`src/hw/rtl/arlh_pkg.sv`:
```
// Package for the AES round lane hash core: item types, command and status
// structs, controller states, S-box and secret tables, AES round function.
// No dependencies.
`default_nettype none
package arlh_pkg;

    localparam int LANE_COUNT = 16;
    localparam logic [63:0] GOLDEN_STEP = 64'h9E3779B97F4A7C15;

    typedef logic [127:0] lane_t;

    typedef struct packed {
        logic [63:0] data_word;
        logic [3:0]  byte_count;
        logic        last_word;
    } in_item_t;

    typedef struct packed {
        logic [63:0] digest_high;
        logic [63:0] digest_low;
    } out_item_t;

    typedef enum logic [2:0] {
        CFG_SEED_ENABLE = 3'd0,
        CFG_SEED_WORD_0 = 3'd1,
        CFG_SEED_WORD_1 = 3'd2,
        CFG_SEED_WORD_2 = 3'd3,
        CFG_SEED_WORD_3 = 3'd4
    } cfg_index_t;

    typedef enum logic [2:0] {
        OP_NONE,
        OP_CAPTURE,
        OP_SEED,
        OP_UPDATE,
        OP_BLOCK,
        OP_BUTTERFLY,
        OP_TREE
    } cmd_op_t;

    typedef struct packed {
        cmd_op_t    op;
        logic [5:0] step;
    } cmd_t;

    typedef struct packed {
        logic open;
        logic last;
        logic full;
        logic nonempty;
        logic out_busy;
    } status_t;

    typedef enum logic [2:0] {
        ST_IDLE,
        ST_SEED,
        ST_UPDATE,
        ST_BLOCK,
        ST_BLOCK_BFY,
        ST_FIN_BFY,
        ST_TREE
    } state_t;

    localparam logic [7:0] SBOX [256] = '{
        8'h63,8'h7c,8'h77,8'h7b,8'hf2,8'h6b,8'h6f,8'hc5,8'h30,8'h01,8'h67,8'h2b,8'hfe,8'hd7,8'hab,8'h76,
        8'hca,8'h82,8'hc9,8'h7d,8'hfa,8'h59,8'h47,8'hf0,8'had,8'hd4,8'ha2,8'haf,8'h9c,8'ha4,8'h72,8'hc0,
        8'hb7,8'hfd,8'h93,8'h26,8'h36,8'h3f,8'hf7,8'hcc,8'h34,8'ha5,8'he5,8'hf1,8'h71,8'hd8,8'h31,8'h15,
        8'h04,8'hc7,8'h23,8'hc3,8'h18,8'h96,8'h05,8'h9a,8'h07,8'h12,8'h80,8'he2,8'heb,8'h27,8'hb2,8'h75,
        8'h09,8'h83,8'h2c,8'h1a,8'h1b,8'h6e,8'h5a,8'ha0,8'h52,8'h3b,8'hd6,8'hb3,8'h29,8'he3,8'h2f,8'h84,
        8'h53,8'hd1,8'h00,8'hed,8'h20,8'hfc,8'hb1,8'h5b,8'h6a,8'hcb,8'hbe,8'h39,8'h4a,8'h4c,8'h58,8'hcf,
        8'hd0,8'hef,8'haa,8'hfb,8'h43,8'h4d,8'h33,8'h85,8'h45,8'hf9,8'h02,8'h7f,8'h50,8'h3c,8'h9f,8'ha8,
        8'h51,8'ha3,8'h40,8'h8f,8'h92,8'h9d,8'h38,8'hf5,8'hbc,8'hb6,8'hda,8'h21,8'h10,8'hff,8'hf3,8'hd2,
        8'hcd,8'h0c,8'h13,8'hec,8'h5f,8'h97,8'h44,8'h17,8'hc4,8'ha7,8'h7e,8'h3d,8'h64,8'h5d,8'h19,8'h73,
        8'h60,8'h81,8'h4f,8'hdc,8'h22,8'h2a,8'h90,8'h88,8'h46,8'hee,8'hb8,8'h14,8'hde,8'h5e,8'h0b,8'hdb,
        8'he0,8'h32,8'h3a,8'h0a,8'h49,8'h06,8'h24,8'h5c,8'hc2,8'hd3,8'hac,8'h62,8'h91,8'h95,8'he4,8'h79,
        8'he7,8'hc8,8'h37,8'h6d,8'h8d,8'hd5,8'h4e,8'ha9,8'h6c,8'h56,8'hf4,8'hea,8'h65,8'h7a,8'hae,8'h08,
        8'hba,8'h78,8'h25,8'h2e,8'h1c,8'ha6,8'hb4,8'hc6,8'he8,8'hdd,8'h74,8'h1f,8'h4b,8'hbd,8'h8b,8'h8a,
        8'h70,8'h3e,8'hb5,8'h66,8'h48,8'h03,8'hf6,8'h0e,8'h61,8'h35,8'h57,8'hb9,8'h86,8'hc1,8'h1d,8'h9e,
        8'he1,8'hf8,8'h98,8'h11,8'h69,8'hd9,8'h8e,8'h94,8'h9b,8'h1e,8'h87,8'he9,8'hce,8'h55,8'h28,8'hdf,
        8'h8c,8'ha1,8'h89,8'h0d,8'hbf,8'he6,8'h42,8'h68,8'h41,8'h99,8'h2d,8'h0f,8'hb0,8'h54,8'hbb,8'h16
    };

    localparam logic [7:0] SECRET [256] = '{
        8'h24,8'h3F,8'h6A,8'h88,8'h85,8'hA3,8'h08,8'hD3,8'h13,8'h19,8'h8A,8'h2E,8'h03,8'h70,8'h73,8'h44,
        8'hA4,8'h09,8'h38,8'h22,8'h29,8'h9F,8'h31,8'hD0,8'h08,8'h2E,8'hFA,8'h98,8'hEC,8'h4E,8'h6C,8'h89,
        8'h45,8'h28,8'h21,8'hE6,8'h38,8'hD0,8'h13,8'h77,8'hBE,8'h54,8'h66,8'hCF,8'h34,8'hE9,8'h0C,8'h6C,
        8'hC0,8'hAC,8'h29,8'hB7,8'hC9,8'h7C,8'h50,8'hDD,8'h3F,8'h84,8'hD5,8'hB5,8'hB5,8'h47,8'h09,8'h17,
        8'h92,8'h16,8'hD5,8'hD9,8'h89,8'h79,8'hFB,8'h1B,8'hD1,8'h31,8'h0B,8'hA6,8'h98,8'hDF,8'hB5,8'hAC,
        8'h2F,8'hFD,8'h72,8'hDB,8'hD0,8'h1A,8'hDF,8'hB7,8'hB8,8'hE1,8'hAF,8'hED,8'h6A,8'h26,8'h7E,8'h96,
        8'hBA,8'h7C,8'h90,8'h45,8'hF1,8'h2C,8'h7F,8'h99,8'h24,8'hA1,8'h99,8'h47,8'hB3,8'h91,8'h6C,8'hF7,
        8'h08,8'h01,8'hF2,8'hE2,8'h85,8'h8E,8'hFC,8'h16,8'h63,8'h69,8'h20,8'hD8,8'h71,8'h57,8'h4E,8'h69,
        8'hA4,8'h58,8'hFE,8'hA3,8'hF4,8'h93,8'h3D,8'h7E,8'h0D,8'h95,8'h74,8'h8F,8'h72,8'h8E,8'hB6,8'h58,
        8'h71,8'h8B,8'hCD,8'h58,8'h82,8'h15,8'h4A,8'hEE,8'h7B,8'h54,8'hA4,8'h1D,8'hC2,8'h5A,8'h59,8'hB5,
        8'h9C,8'h30,8'hD5,8'h39,8'h2A,8'hF2,8'h60,8'h13,8'hC5,8'hD1,8'hB0,8'h23,8'h28,8'h60,8'h85,8'hF0,
        8'hCA,8'h41,8'h79,8'h18,8'hB8,8'hDB,8'h38,8'hEF,8'h8E,8'h79,8'hDC,8'hB0,8'h60,8'h3A,8'h18,8'h0E,
        8'h6C,8'h9E,8'h0E,8'h8B,8'hB0,8'h1E,8'h8A,8'h3E,8'hD7,8'h15,8'h77,8'hC1,8'hBD,8'h31,8'h4B,8'h27,
        8'h78,8'hAF,8'h2F,8'hDA,8'h55,8'h60,8'h5C,8'h60,8'hE6,8'h55,8'h25,8'hF3,8'hAA,8'h55,8'hAB,8'h94,
        8'h57,8'h48,8'h98,8'h62,8'h63,8'hE8,8'h14,8'h40,8'h55,8'hCA,8'h39,8'h6A,8'h2A,8'hAB,8'h10,8'hB6,
        8'hB4,8'hCC,8'h5C,8'h34,8'h11,8'h41,8'hE8,8'hCE,8'hA1,8'h54,8'h86,8'hAF,8'h7C,8'h72,8'hE9,8'h93
    };

    function automatic lane_t secret_lane(input logic [3:0] idx);
        lane_t r;
        for (int b = 0; b < 16; b++) begin
            r[8*b +: 8] = SECRET[{idx, 4'(b)}];
        end
        return r;
    endfunction

    function automatic logic [63:0] secret_word(input logic [4:0] idx);
        logic [63:0] r;
        for (int b = 0; b < 8; b++) begin
            r[8*b +: 8] = SECRET[{idx, 3'(b)}];
        end
        return r;
    endfunction

    function automatic logic [7:0] xtime(input logic [7:0] b);
        return {b[6:0], 1'b0} ^ (b[7] ? 8'h1b : 8'h00);
    endfunction

    function automatic lane_t aes_round(input lane_t s, input lane_t k);
        logic [7:0] t [16];
        logic [7:0] a0, a1, a2, a3, all;
        lane_t o;
        for (int c = 0; c < 4; c++) begin
            for (int r = 0; r < 4; r++) begin
                t[r + 4*c] = SBOX[s[8*(r + 4*((c + r) & 3)) +: 8]];
            end
        end
        for (int c = 0; c < 4; c++) begin
            a0 = t[4*c];
            a1 = t[4*c+1];
            a2 = t[4*c+2];
            a3 = t[4*c+3];
            all = a0 ^ a1 ^ a2 ^ a3;
            o[8*(4*c)   +: 8] = a0 ^ all ^ xtime(a0 ^ a1) ^ k[8*(4*c)   +: 8];
            o[8*(4*c+1) +: 8] = a1 ^ all ^ xtime(a1 ^ a2) ^ k[8*(4*c+1) +: 8];
            o[8*(4*c+2) +: 8] = a2 ^ all ^ xtime(a2 ^ a3) ^ k[8*(4*c+2) +: 8];
            o[8*(4*c+3) +: 8] = a3 ^ all ^ xtime(a3 ^ a0) ^ k[8*(4*c+3) +: 8];
        end
        return o;
    endfunction

endpackage
`default_nettype wire

```
`src/hw/rtl/arlh_ctrl.sv`:
```
// Controller state machine of the AES round lane hash core.
// Sequences seeding, block rounds, butterflies and the finish tree.
// Depends on arlh_pkg.
`default_nettype none
module arlh_ctrl (
    input  wire logic              aclk,
    input  wire logic              aresetn,
    input  wire logic              s_valid,
    output logic                   s_ready,
    input  wire arlh_pkg::status_t status,
    output arlh_pkg::cmd_t         cmd
);

    arlh_pkg::state_t state_reg, state_next;
    logic [5:0] cnt_reg, cnt_next;

    always_ff @(posedge aclk) begin
        if (!aresetn) begin
            state_reg <= arlh_pkg::ST_IDLE;
            cnt_reg   <= '0;
        end else begin
            state_reg <= state_next;
            cnt_reg   <= cnt_next;
        end
    end

    always_comb begin
        state_next = state_reg;
        cnt_next   = cnt_reg;
        s_ready    = 1'b0;
        cmd.op     = arlh_pkg::OP_NONE;
        cmd.step   = cnt_reg;
        unique case (state_reg)
            arlh_pkg::ST_IDLE: begin
                s_ready  = 1'b1;
                cnt_next = '0;
                if (s_valid) begin
                    cmd.op     = arlh_pkg::OP_CAPTURE;
                    state_next = status.open ? arlh_pkg::ST_UPDATE : arlh_pkg::ST_SEED;
                end
            end
            arlh_pkg::ST_SEED: begin
                cmd.op   = arlh_pkg::OP_SEED;
                cnt_next = cnt_reg + 6'd1;
                if (cnt_reg == 6'd15) begin
                    cnt_next   = '0;
                    state_next = arlh_pkg::ST_UPDATE;
                end
            end
            arlh_pkg::ST_UPDATE: begin
                cmd.op   = arlh_pkg::OP_UPDATE;
                cnt_next = '0;
                if (!status.last) begin
                    state_next = status.full ? arlh_pkg::ST_BLOCK : arlh_pkg::ST_IDLE;
                end else begin
                    state_next = status.nonempty ? arlh_pkg::ST_BLOCK : arlh_pkg::ST_FIN_BFY;
                end
            end
            arlh_pkg::ST_BLOCK: begin
                cmd.op   = arlh_pkg::OP_BLOCK;
                cnt_next = (cnt_reg[1:0] == 2'd2) ? cnt_reg + 6'd2 : cnt_reg + 6'd1;
                if (cnt_reg == 6'd62) begin
                    cnt_next   = '0;
                    state_next = arlh_pkg::ST_BLOCK_BFY;
                end
            end
            arlh_pkg::ST_BLOCK_BFY: begin
                cmd.op   = arlh_pkg::OP_BUTTERFLY;
                cnt_next = cnt_reg + 6'd1;
                if (cnt_reg == 6'd15) begin
                    cnt_next   = '0;
                    state_next = status.last ? arlh_pkg::ST_FIN_BFY : arlh_pkg::ST_IDLE;
                end
            end
            arlh_pkg::ST_FIN_BFY: begin
                cmd.op   = arlh_pkg::OP_BUTTERFLY;
                cnt_next = cnt_reg + 6'd1;
                if (cnt_reg == 6'd15) begin
                    cnt_next   = '0;
                    state_next = arlh_pkg::ST_TREE;
                end
            end
            arlh_pkg::ST_TREE: begin
                if (cnt_reg != 6'd15) begin
                    cmd.op   = arlh_pkg::OP_TREE;
                    cnt_next = cnt_reg + 6'd1;
                end else if (!status.out_busy) begin
                    cmd.op     = arlh_pkg::OP_TREE;
                    cnt_next   = '0;
                    state_next = arlh_pkg::ST_IDLE;
                end
            end
            default: begin
                state_next = arlh_pkg::ST_IDLE;
            end
        endcase
    end

endmodule
`default_nettype wire

```
`config.mk`:
```
export PLATFORM = sky130hd
export DESIGN_NAME = arlh_ctrl
export DESIGN_NICKNAME = d
export VERILOG_FILES = /design/src/hw/rtl/arlh_pkg.sv /design/src/hw/rtl/arlh_ctrl.sv
export SDC_FILE = /design/constraint.sdc
export NUM_CORES = 1
export LEC_CHECK = 0
export BUFFER_PORTS_ARGS = -buffer_cell sky130_fd_sc_hd__buf_2
export CAP_MARGIN = 20
export CORE_MARGIN = 1
export CORE_UTILIZATION = 45
export CTS_CLUSTER_SIZE = 10
export DETAILED_ROUTE_END_ITERATION = 10
export PLACE_DENSITY = 0.68
export SKIP_LAST_GASP = 1
export SLEW_MARGIN = 20
export SYNTH_ARGS = -nofsm -noshare
export SYNTH_HDL_FRONTEND = slang
export SYNTH_SLANG_ARGS = --single-unit
export TNS_END_PERCENT = 1
```
`constraint.sdc`:
```
create_clock -name aclk -period 3 [get_ports aclk]
set_clock_uncertainty 0.15 [all_clocks]
set_input_delay 0.45 -clock aclk [delete_from_list [all_inputs] [get_ports aclk]]
set_output_delay 0.45 -clock aclk [all_outputs]
set_load 0.01 [all_outputs]
```
==> flow_metrics.tcl, run 1 <==
set metrics [dict create \
    dieHeight_um 46.0 \
    rows 15 \
    rsz0062_at_grt "no" \
    reg2regPathDepth 5 \
    seq_area_frac_synth 0.207 \
    routed_via_density 6.09 \
    worstPathArrival_ns 1.88 \
    crit_required_ns 2.40 \
    status "finished clean" \
    dieWidth_um 46.0 \
    wirelength_um 2110 \
    hold_path.class "in2reg" \
    synthArstFlopShare 0 \
    antenna_found_initial 0 \
    syn_area_um2 872 \
    rr_startpoint "cnt_reg[0]" \
    crit_type "reg2out" \
    grt.overflow.total 0 \
    power.leakage_nw 0.377 \
    dpl.hpwl_um 1490 \
    die_area_mm2 0.00212 \
    tightest_slew_ns 0.641 \
    grt_max_degree 21 \
    drv_slew 0 \
    synthCells 114 \
    reg2reg_setup_slack_ns 0.87 \
    fin_ws_ns 0.525 \
    avgRoutedWirePerCell_um 13.8 \
    n_antenna_cell 0 \
    postCtsHoldBufs 0 \
    max_freq_ghz 0.404 \
    postCtsSetupBuffers 0 \
    clk_latency_ns 0.26 \
    final-hold-violation-count 0 \
    largest_register_ff_count 6 \
    grt_pass1_wl_um 3680 \
    io_pins 18 \
    critPathCapture "cmd[8]" \
    core_area_mm2 0.00176 \
    gp_congestion 0.916 \
    cts_tree "built" \
    post-place-ws_ns 0.842 \
    syn2layout_area_growth_pct 12.8 \
    fin_util 0.557 \
    vias 932 \
    synth-seq-cells 9 \
    powerDensity_mw_per_mm2 626 \
    fin_nets 142 \
    syn_area_per_cell_um2 7.65 \
    ys.warnings.count 0 \
    critPathLaunchType "flop" \
    cts_sinks 9 \
    clockBufferDepth 2 \
    drive_gt1_frac 0.227 \
    setup-tns-final_ns 0 \
    setup_viol 0 \
    crit_fanout 8 \
    track_usage 0.237 \
    crit_start "cnt_reg[0]" \
    min_period_ns 2.48 \
    cts_made_buffers 3 \
    r2r_end "state_reg[2]" \
    yosysTopAreaCell "dfxtp_1" \
    grt_pass1_vias 825 \
    cts_max_level 1 \
    irDropWorstVdd_mv 0.346 \
    finalCritPeriodShare 0.825 \
    initial_core_util 0.494 \
    post_synth_num_cell_types 46 \
    ant_nets 0 \
    netlist.area_leader.share 0.207 \
    synth_area_leaders "dfxtp_1, ha_1, o21ai_0" \
    cts-resized-gates 0 \
    drcViolationCount 0 \
    drv_cap 0 \
    synthFlopType "dfxtp_1" \
    clk_pin_slew_worst_paths_ns 0.07 \
    synth_edf_count 0 \
    drt_iter0_drc 40 \
    slew-limit-headroom 0.572 \
    cts_root_buffer "clkbuf_4" \
    worstSetupEndpointType "primary output" \
    synth_nets 127 \
    portBuffers 17 \
    firstDrtPassIters 4 \
]
## critical path: stages (launching register included)
cell and delay (ns):
dfxtp_1 0.47, ha_1 0.30, and3_2 0.25, a31o_2 0.21, nand2_1 0.06, a21o_1 0.19, buf_2 0.13
## cells in the mapped netlist (2+ instances only)
master / n
a21boi_0: 2
a21oi_1: 5
a22oi_1: 4
and2_1: 2
and3_1: 2
clkbuf_1: 4
dfxtp_1: 9
ha_1: 5
inv_1: 3
mux2i_1: 3
nand2_1: 9
nand2b_1: 3
nand3_1: 5
nand4_1: 2
nor2_1: 10
nor3_1: 4
o211ai_1: 2
o21ai_0: 9
o31a_1: 2
or3_1: 2
xnor2_1: 2
## worst min path at each step
stage          startpoint          to  slack (ns)  depth (start not counted)
4_1_cts           aresetn  cnt_reg[4]        0.37                          2
5_1_grt           aresetn  cnt_reg[4]        0.37                          2
3_5_place_dp   cnt_reg[3]  cnt_reg[3]        0.44                          2
2_1_floorplan  cnt_reg[2]  cnt_reg[2]        0.42                          2
6_report          aresetn  cnt_reg[4]        0.37                          2
3_3_place_gp   cnt_reg[3]  cnt_reg[3]        0.45                          2
## layout make-up
| cell class | count | area [µm²] |
|---|---|---|
| Multi-Input combinational cell | 95 | 649 |
| Tap cell | 25 | 31.3 |
| Clock buffer | 4 | 26.3 |
| Timing Repair Buffer | 17 | 85.1 |
| Inverter | 3 | 11.3 |
| Sequential cell | 9 | 180 |
| Fill cell | 187 | 781 |
## cell usage in the layout (no fill, tap or decap), types with 3 or more instances in the layout
cell      synthesis  final
dfxtp_1           9      9
a22oi_1           4      4
nand2_1           9      9
nand2b_1          3      3
clkbuf_4          0      3
o21ai_0           9      9
mux2i_1           3      3
inv_1             3      3
a21oi_1           5      5
nor2_1           10     10
buf_2             1     17
nor3_1            4      4
nand3_1           5      5
ha_1              5      5
## logic make-up after synthesis
logic type               Yosys count  synth area share
AND/OR/NAND/NOR                   47             0.290
AO/OA/AOI/OAI                     37             0.319
buffers and inverters             10            0.0488
flip-flops                         9             0.207
adder cells (fa/ha/maj)            5            0.0717
XOR/XNOR                           3            0.0301
multiplexers                       3            0.0344
## per-layer routing
metal  track usage  vias to the layer above  wire, µm
met5             0                        -         0
met4        0.0588                        0        27
met3        0.0476                        6       111
met2         0.363                       31       962
met1         0.335                      436      1010
li1              -                      459         -
## where the power goes
| part | internal [mW] | switching (mW) | total, mW |
|---|---|---|---|
| logic | 0.142 | 0.161 | 0.304 |
| registers | 0.140 | 0.0742 | 0.214 |
| clock network | 0.0514 | 0.0468 | 0.0982 |
| total | 0.334 | 0.282 | 0.616 |
## stage by stage
| step | total power [mW] | instance area, µm² | hold WS, ns | instances |
|---|---|---|---|---|
| final | 0.616 | 983 | 0.374 | 153 |
| after global routing | 0.665 | 983 | 0.372 | 153 |
| after CTS | 0.616 | 983 | 0.373 | 153 |
| after detailed placement | 0.517 | 957 | 0.443 | 149 |
| after global placement | 0.513 | 957 | 0.448 | 149 |
| after floorplan | 0.429 | 872 | 0.424 | 114 |
Note: power is estimated with default switching activity, not from simulation.
==> run 2: changes to the inputs <==
Clock period 3 ns to 2.43 ns, I/O delays scaled along.
==> run 2 against run 1 <==
Design area increased by 2.4%. Non-clock buffer count increased by 3. Register-to-register slack got worse by 0.49 ns. Combinational power increased by 44%. Critical endpoint unchanged. Largest power group unchanged. Highest routed layer unchanged.
==> flow_metrics.tcl, run 2 (synthesized netlist as in run 1, its figures left out) <==
set metrics [dict create \
    status "finished clean" \
    setup-tns-final_ns 0 \
    cts_max_level 1 \
    drt_iter0_drc 36 \
    cp_cell_sequence "ha_1, and3_2, a31o_2, nand2_1, a21o_1, buf_2" \
    ant_nets 0 \
    vias 894 \
    rows 15 \
    final_cell_area_mm2 0.00101 \
    fin_nets 145 \
    largest_register_ff_count 6 \
    rsz0062_at_grt "no" \
    critPathLaunchType "flop" \
    clockBufferDepth 2 \
    tightest_slew_ns 0.483 \
    powerDensity_mw_per_mm2 781 \
    layout_common_cells "buf_2, nor2_1, nand2_1, o21ai_0, dfxtp_1" \
    crit_path_max_incr_delay_ns 0.43 \
    core_area_mm2 0.00176 \
    track_usage 0.258 \
    dpl.hpwl_um 1630 \
    initial_core_util 0.494 \
    final_common_cell "buf_2" \
    crit_fanout 6 \
    drive_gt1_frac 0.252 \
    grt_pass1_vias 825 \
    routed_via_density 5.73 \
    crit_type "reg2out" \
    worstPathArrival_ns 1.78 \
    final-hold-violation-count 0 \
    io_pins 18 \
    dieWidth_um 46.0 \
    cell_internal_pwr_mw 0.435 \
    power.leakage_nw 0.393 \
    clk_latency_ns 0.27 \
    grt.overflow.total 0 \
    die_area_mm2 0.00212 \
    timing.hold.ws_ns 0.283 \
    grt_pass1_wl_um 3830 \
    cts_sinks 9 \
    p_comb_frac 0.556 \
    slew-limit-headroom 0.678 \
    avgRoutedWirePerCell_um 14.2 \
    antenna_found_initial 0 \
    wirelength_um 2210 \
    cts_tree "built" \
    p_sw_mw 0.351 \
    p_seq_frac 0.290 \
    hold_path.class "in2reg" \
    swShare 0.447 \
    slowest_stage "dfxtp_1" \
    postCtsHoldBufs 0 \
    max_freq_ghz 0.437 \
    portBuffers 17 \
    firstDrtPassIters 4 \
    worstSetupEndpointType "primary output" \
    crit_required_ns 1.92 \
    placedInstanceArea_um2 980 \
    gp_congestion 0.904 \
    grt_max_degree 15 \
    drv_slew 0 \
    n_antenna_cell 0 \
    finalCritPeriodShare 0.942 \
    cts_made_buffers 3 \
    drv_cap 0 \
    irDropWorstVdd_mv 0.569 \
    clk_pin_slew_worst_paths_ns 0.07 \
    cts_root_buffer "clkbuf_4" \
    clkPwrFrac 0.154 \
    syn2layout_area_growth_pct 15.5 \
    drcViolationCount 0 \
    dieHeight_um 46.0 \
    setup_viol 0 \
    min_period_ns 2.29 \
    fillers 188 \
]
-- run 2: layout make-up --
| class | count | area, µm² | area share |
|---|---|---|---|
| sequential | 9 | 181 | 0.180 |
| tap | 25 | 31.3 | 0.0311 |
| multi-input combinational | 95 | 649 | 0.645 |
| timing repair buffer | 20 | 108 | 0.107 |
| inverter | 3 | 11.3 | 0.0112 |
| clock buffer | 4 | 26.3 | 0.0261 |
-- run 2: timing repair --
item	CTS	global route
buffers inserted	0	0
resized for setup	0	1
setup endpoints to repair	0	1
-- run 2: power by group through the flow --
stage	logic, mW	clock network [mW]	registers [mW]
6_report	0.437	0.121	0.228
5_1_grt	0.493	0.134	0.237
4_1_cts	0.441	0.127	0.226
3_5_place_dp	0.438	0	0.229
3_3_place_gp	0.432	0	0.227
2_1_floorplan	0.321	0	0.209
-- run 2: routing by layer --
layer,global-route usage,routed length [µm]
met1,0.375,1080
met2,0.352,985
met3,0.0595,103
met4,0.118,44
met5,0,0
-- run 2: path summary, 6_finish.rpt --
kind	startpoint	to	slack (ns)	cells after the start
worst max-delay path	cnt_reg[1]	cmd[8]	0.14	6
worst min-delay path	aresetn	cnt_reg[5]	0.28	2
worst max register to register	cnt_reg[1]	state_reg[2]	0.38	5
worst min register to register	state_reg[1]	state_reg[1]	0.41	2
-- run 2: through the flow --
step                       util  power (mW)  setup WS [ns]  cells
after floorplan               -       0.530          0.474    114
after global placement    0.555       0.659          0.411    152
after detailed placement  0.555       0.667          0.349    152
after CTS                 0.570       0.794         0.0877    156
after global routing      0.571       0.863         0.0448    156
final                     0.571       0.787          0.140    156
-- run 2: critical path: cells and delay by family (launching register included) --
kind,cells,cell delay [ns]
AO/OA/AOI/OAI,2,0.38
adder cells (fa/ha/maj),1,0.27
buffers and inverters,1,0.13
flip-flops,1,0.43
AND/OR/NAND/NOR,2,0.31
==> run 3: changes to the inputs <==
Settings changed: CTS_BUF_LIST set to sky130_fd_sc_hd__clkbuf_16.
==> run 3 against run 2 <==
Critical path depth is the same. Clock-buffer cell count shrank 1. Combinational power grew 1%.
==> flow_metrics.tcl, run 3 (synthesized netlist as in run 1, its figures left out) <==
set metrics [dict create \
    portBuffers 17 \
    cts_tree "built" \
    postCtsHoldBufs 0 \
    grt_max_degree 15 \
    grt.overflow.total 0 \
    ant_nets 0 \
    timing.hold.ws_ns 0.320 \
    critPathTopFamily "flip-flops" \
    gp_congestion 0.904 \
    finalCritPeriodShare 0.947 \
    track_usage 0.270 \
    routed_via_density 5.99 \
    drv_slew 0 \
    postCtsSetupBuffers 0 \
    clk_latency_ns 0.23 \
    crit_path_max_incr_delay_ns 0.45 \
    multi_input_area_um2 649 \
    n_antenna_cell 0 \
    clk_pin_slew_worst_paths_ns 0.04 \
    syn2layout_area_growth_pct 21.4 \
    wirelength_um 2360 \
    dieHeight_um 46.0 \
    drcViolationCount 0 \
    p_total_mw 0.959 \
    final_cell_area_mm2 0.00106 \
    cts_root_buffer "clkbuf_16" \
    worstPathArrival_ns 1.79 \
    largest_register_ff_count 6 \
    slew-limit-headroom 0.682 \
    rows 15 \
    grt_pass1_vias 859 \
    fillers 177 \
    irDropWorstVdd_mv 0.591 \
    fin_nets 145 \
    min_period_ns 2.30 \
    setup-tns-final_ns 0 \
    initial_core_util 0.494 \
    dpl.cell_count 152 \
    worstSetupEndpointType "primary output" \
    cts-resized-gates 0 \
    crit_fanout 8 \
    drive_gt1_frac 0.244 \
    max_freq_ghz 0.434 \
    avgRoutedWirePerCell_um 15.1 \
    core_area_mm2 0.00176 \
    cts_max_level 1 \
    placedInstanceArea_um2 980 \
    clockBufferDepth 2 \
    final_common_cell "buf_2" \
    status "finished clean" \
    layout_common_cells "buf_2, nor2_1, nand2_1, o21ai_0, dfxtp_1" \
    die_area_mm2 0.00212 \
    fin_cells 156 \
    cp_num_buf_inv 1 \
    regArea_um2 180 \
    critPathLaunchType "flop" \
    dpl.hpwl_um 1630 \
    final-hold-violation-count 0 \
    drt_iter0_drc 28 \
    antenna_found_initial 0 \
    firstDrtPassIters 4 \
    setup_viol 0 \
    cp_cell_sequence "ha_1, and3_2, a31o_2, nand2_1, a21o_1, buf_2" \
    power.leakage_nw 0.420 \
    cts_sinks 9 \
    slowest_stage "dfxtp_1" \
    dieWidth_um 46.0 \
    io_pins 18 \
    drv_cap 0 \
    crit_required_ns 1.92 \
    crit_type "reg2out" \
    hold_path.class "in2reg" \
    tightest_slew_ns 0.476 \
    grt_pass1_wl_um 4060 \
    vias 934 \
    cts_made_buffers 3 \
    rsz0062_at_grt "no" \
    powerDensity_mw_per_mm2 906 \
]
[run 3: cell types whose count changed in the layout (fill, tap and decap cells not counted), sizes merged]
| cell | change |
|---|---|
| inv | +1 |
| clkbuf | -1 |
[run 3: report_power, final]
part	switching (mW)	leakage (nW)	internal (mW)
sequential	0.0547	0.0730	0.174
clock	0.0728	0.0423	0.215
combinational	0.245	0.305	0.197
[run 3: worst paths after layout]
check,startpoint,to,slack (ns),cells past startpoint
max,cnt_reg[0],cmd[8],0.13,6
min reg2reg,state_reg[1],state_reg[1],0.41,2
min,aresetn,cnt_reg[5],0.32,2
max reg2reg,cnt_reg[0],state_reg[2],0.30,5
[run 3: metal layers]
metal  part of all wire  up-vias  global-route usage
li1                   -      465                   -
met1               0.46      421               0.397
met2               0.46       44               0.375
met4              0.016        0               0.118
met5                  0        -                   0
met3              0.062        4              0.0516
[run 3: area by class of cell]
cell class | instances | area share
multi-input combinational | 95 | 0.613
sequential | 9 | 0.170
timing repair buffer | 20 | 0.102
clock buffer | 3 | 0.0709
tap | 25 | 0.0296
inverter | 3 | 0.0106
clock inverter | 1 | 0.00355
[run 3: through the flow]
stage / util / setup WS, ns
floorplan: - / 0.474
global placement: 0.555 / 0.411
detailed placement: 0.555 / 0.349
CTS: 0.600 / 0.134
global route: 0.600 / 0.0290
finish: 0.600 / 0.128
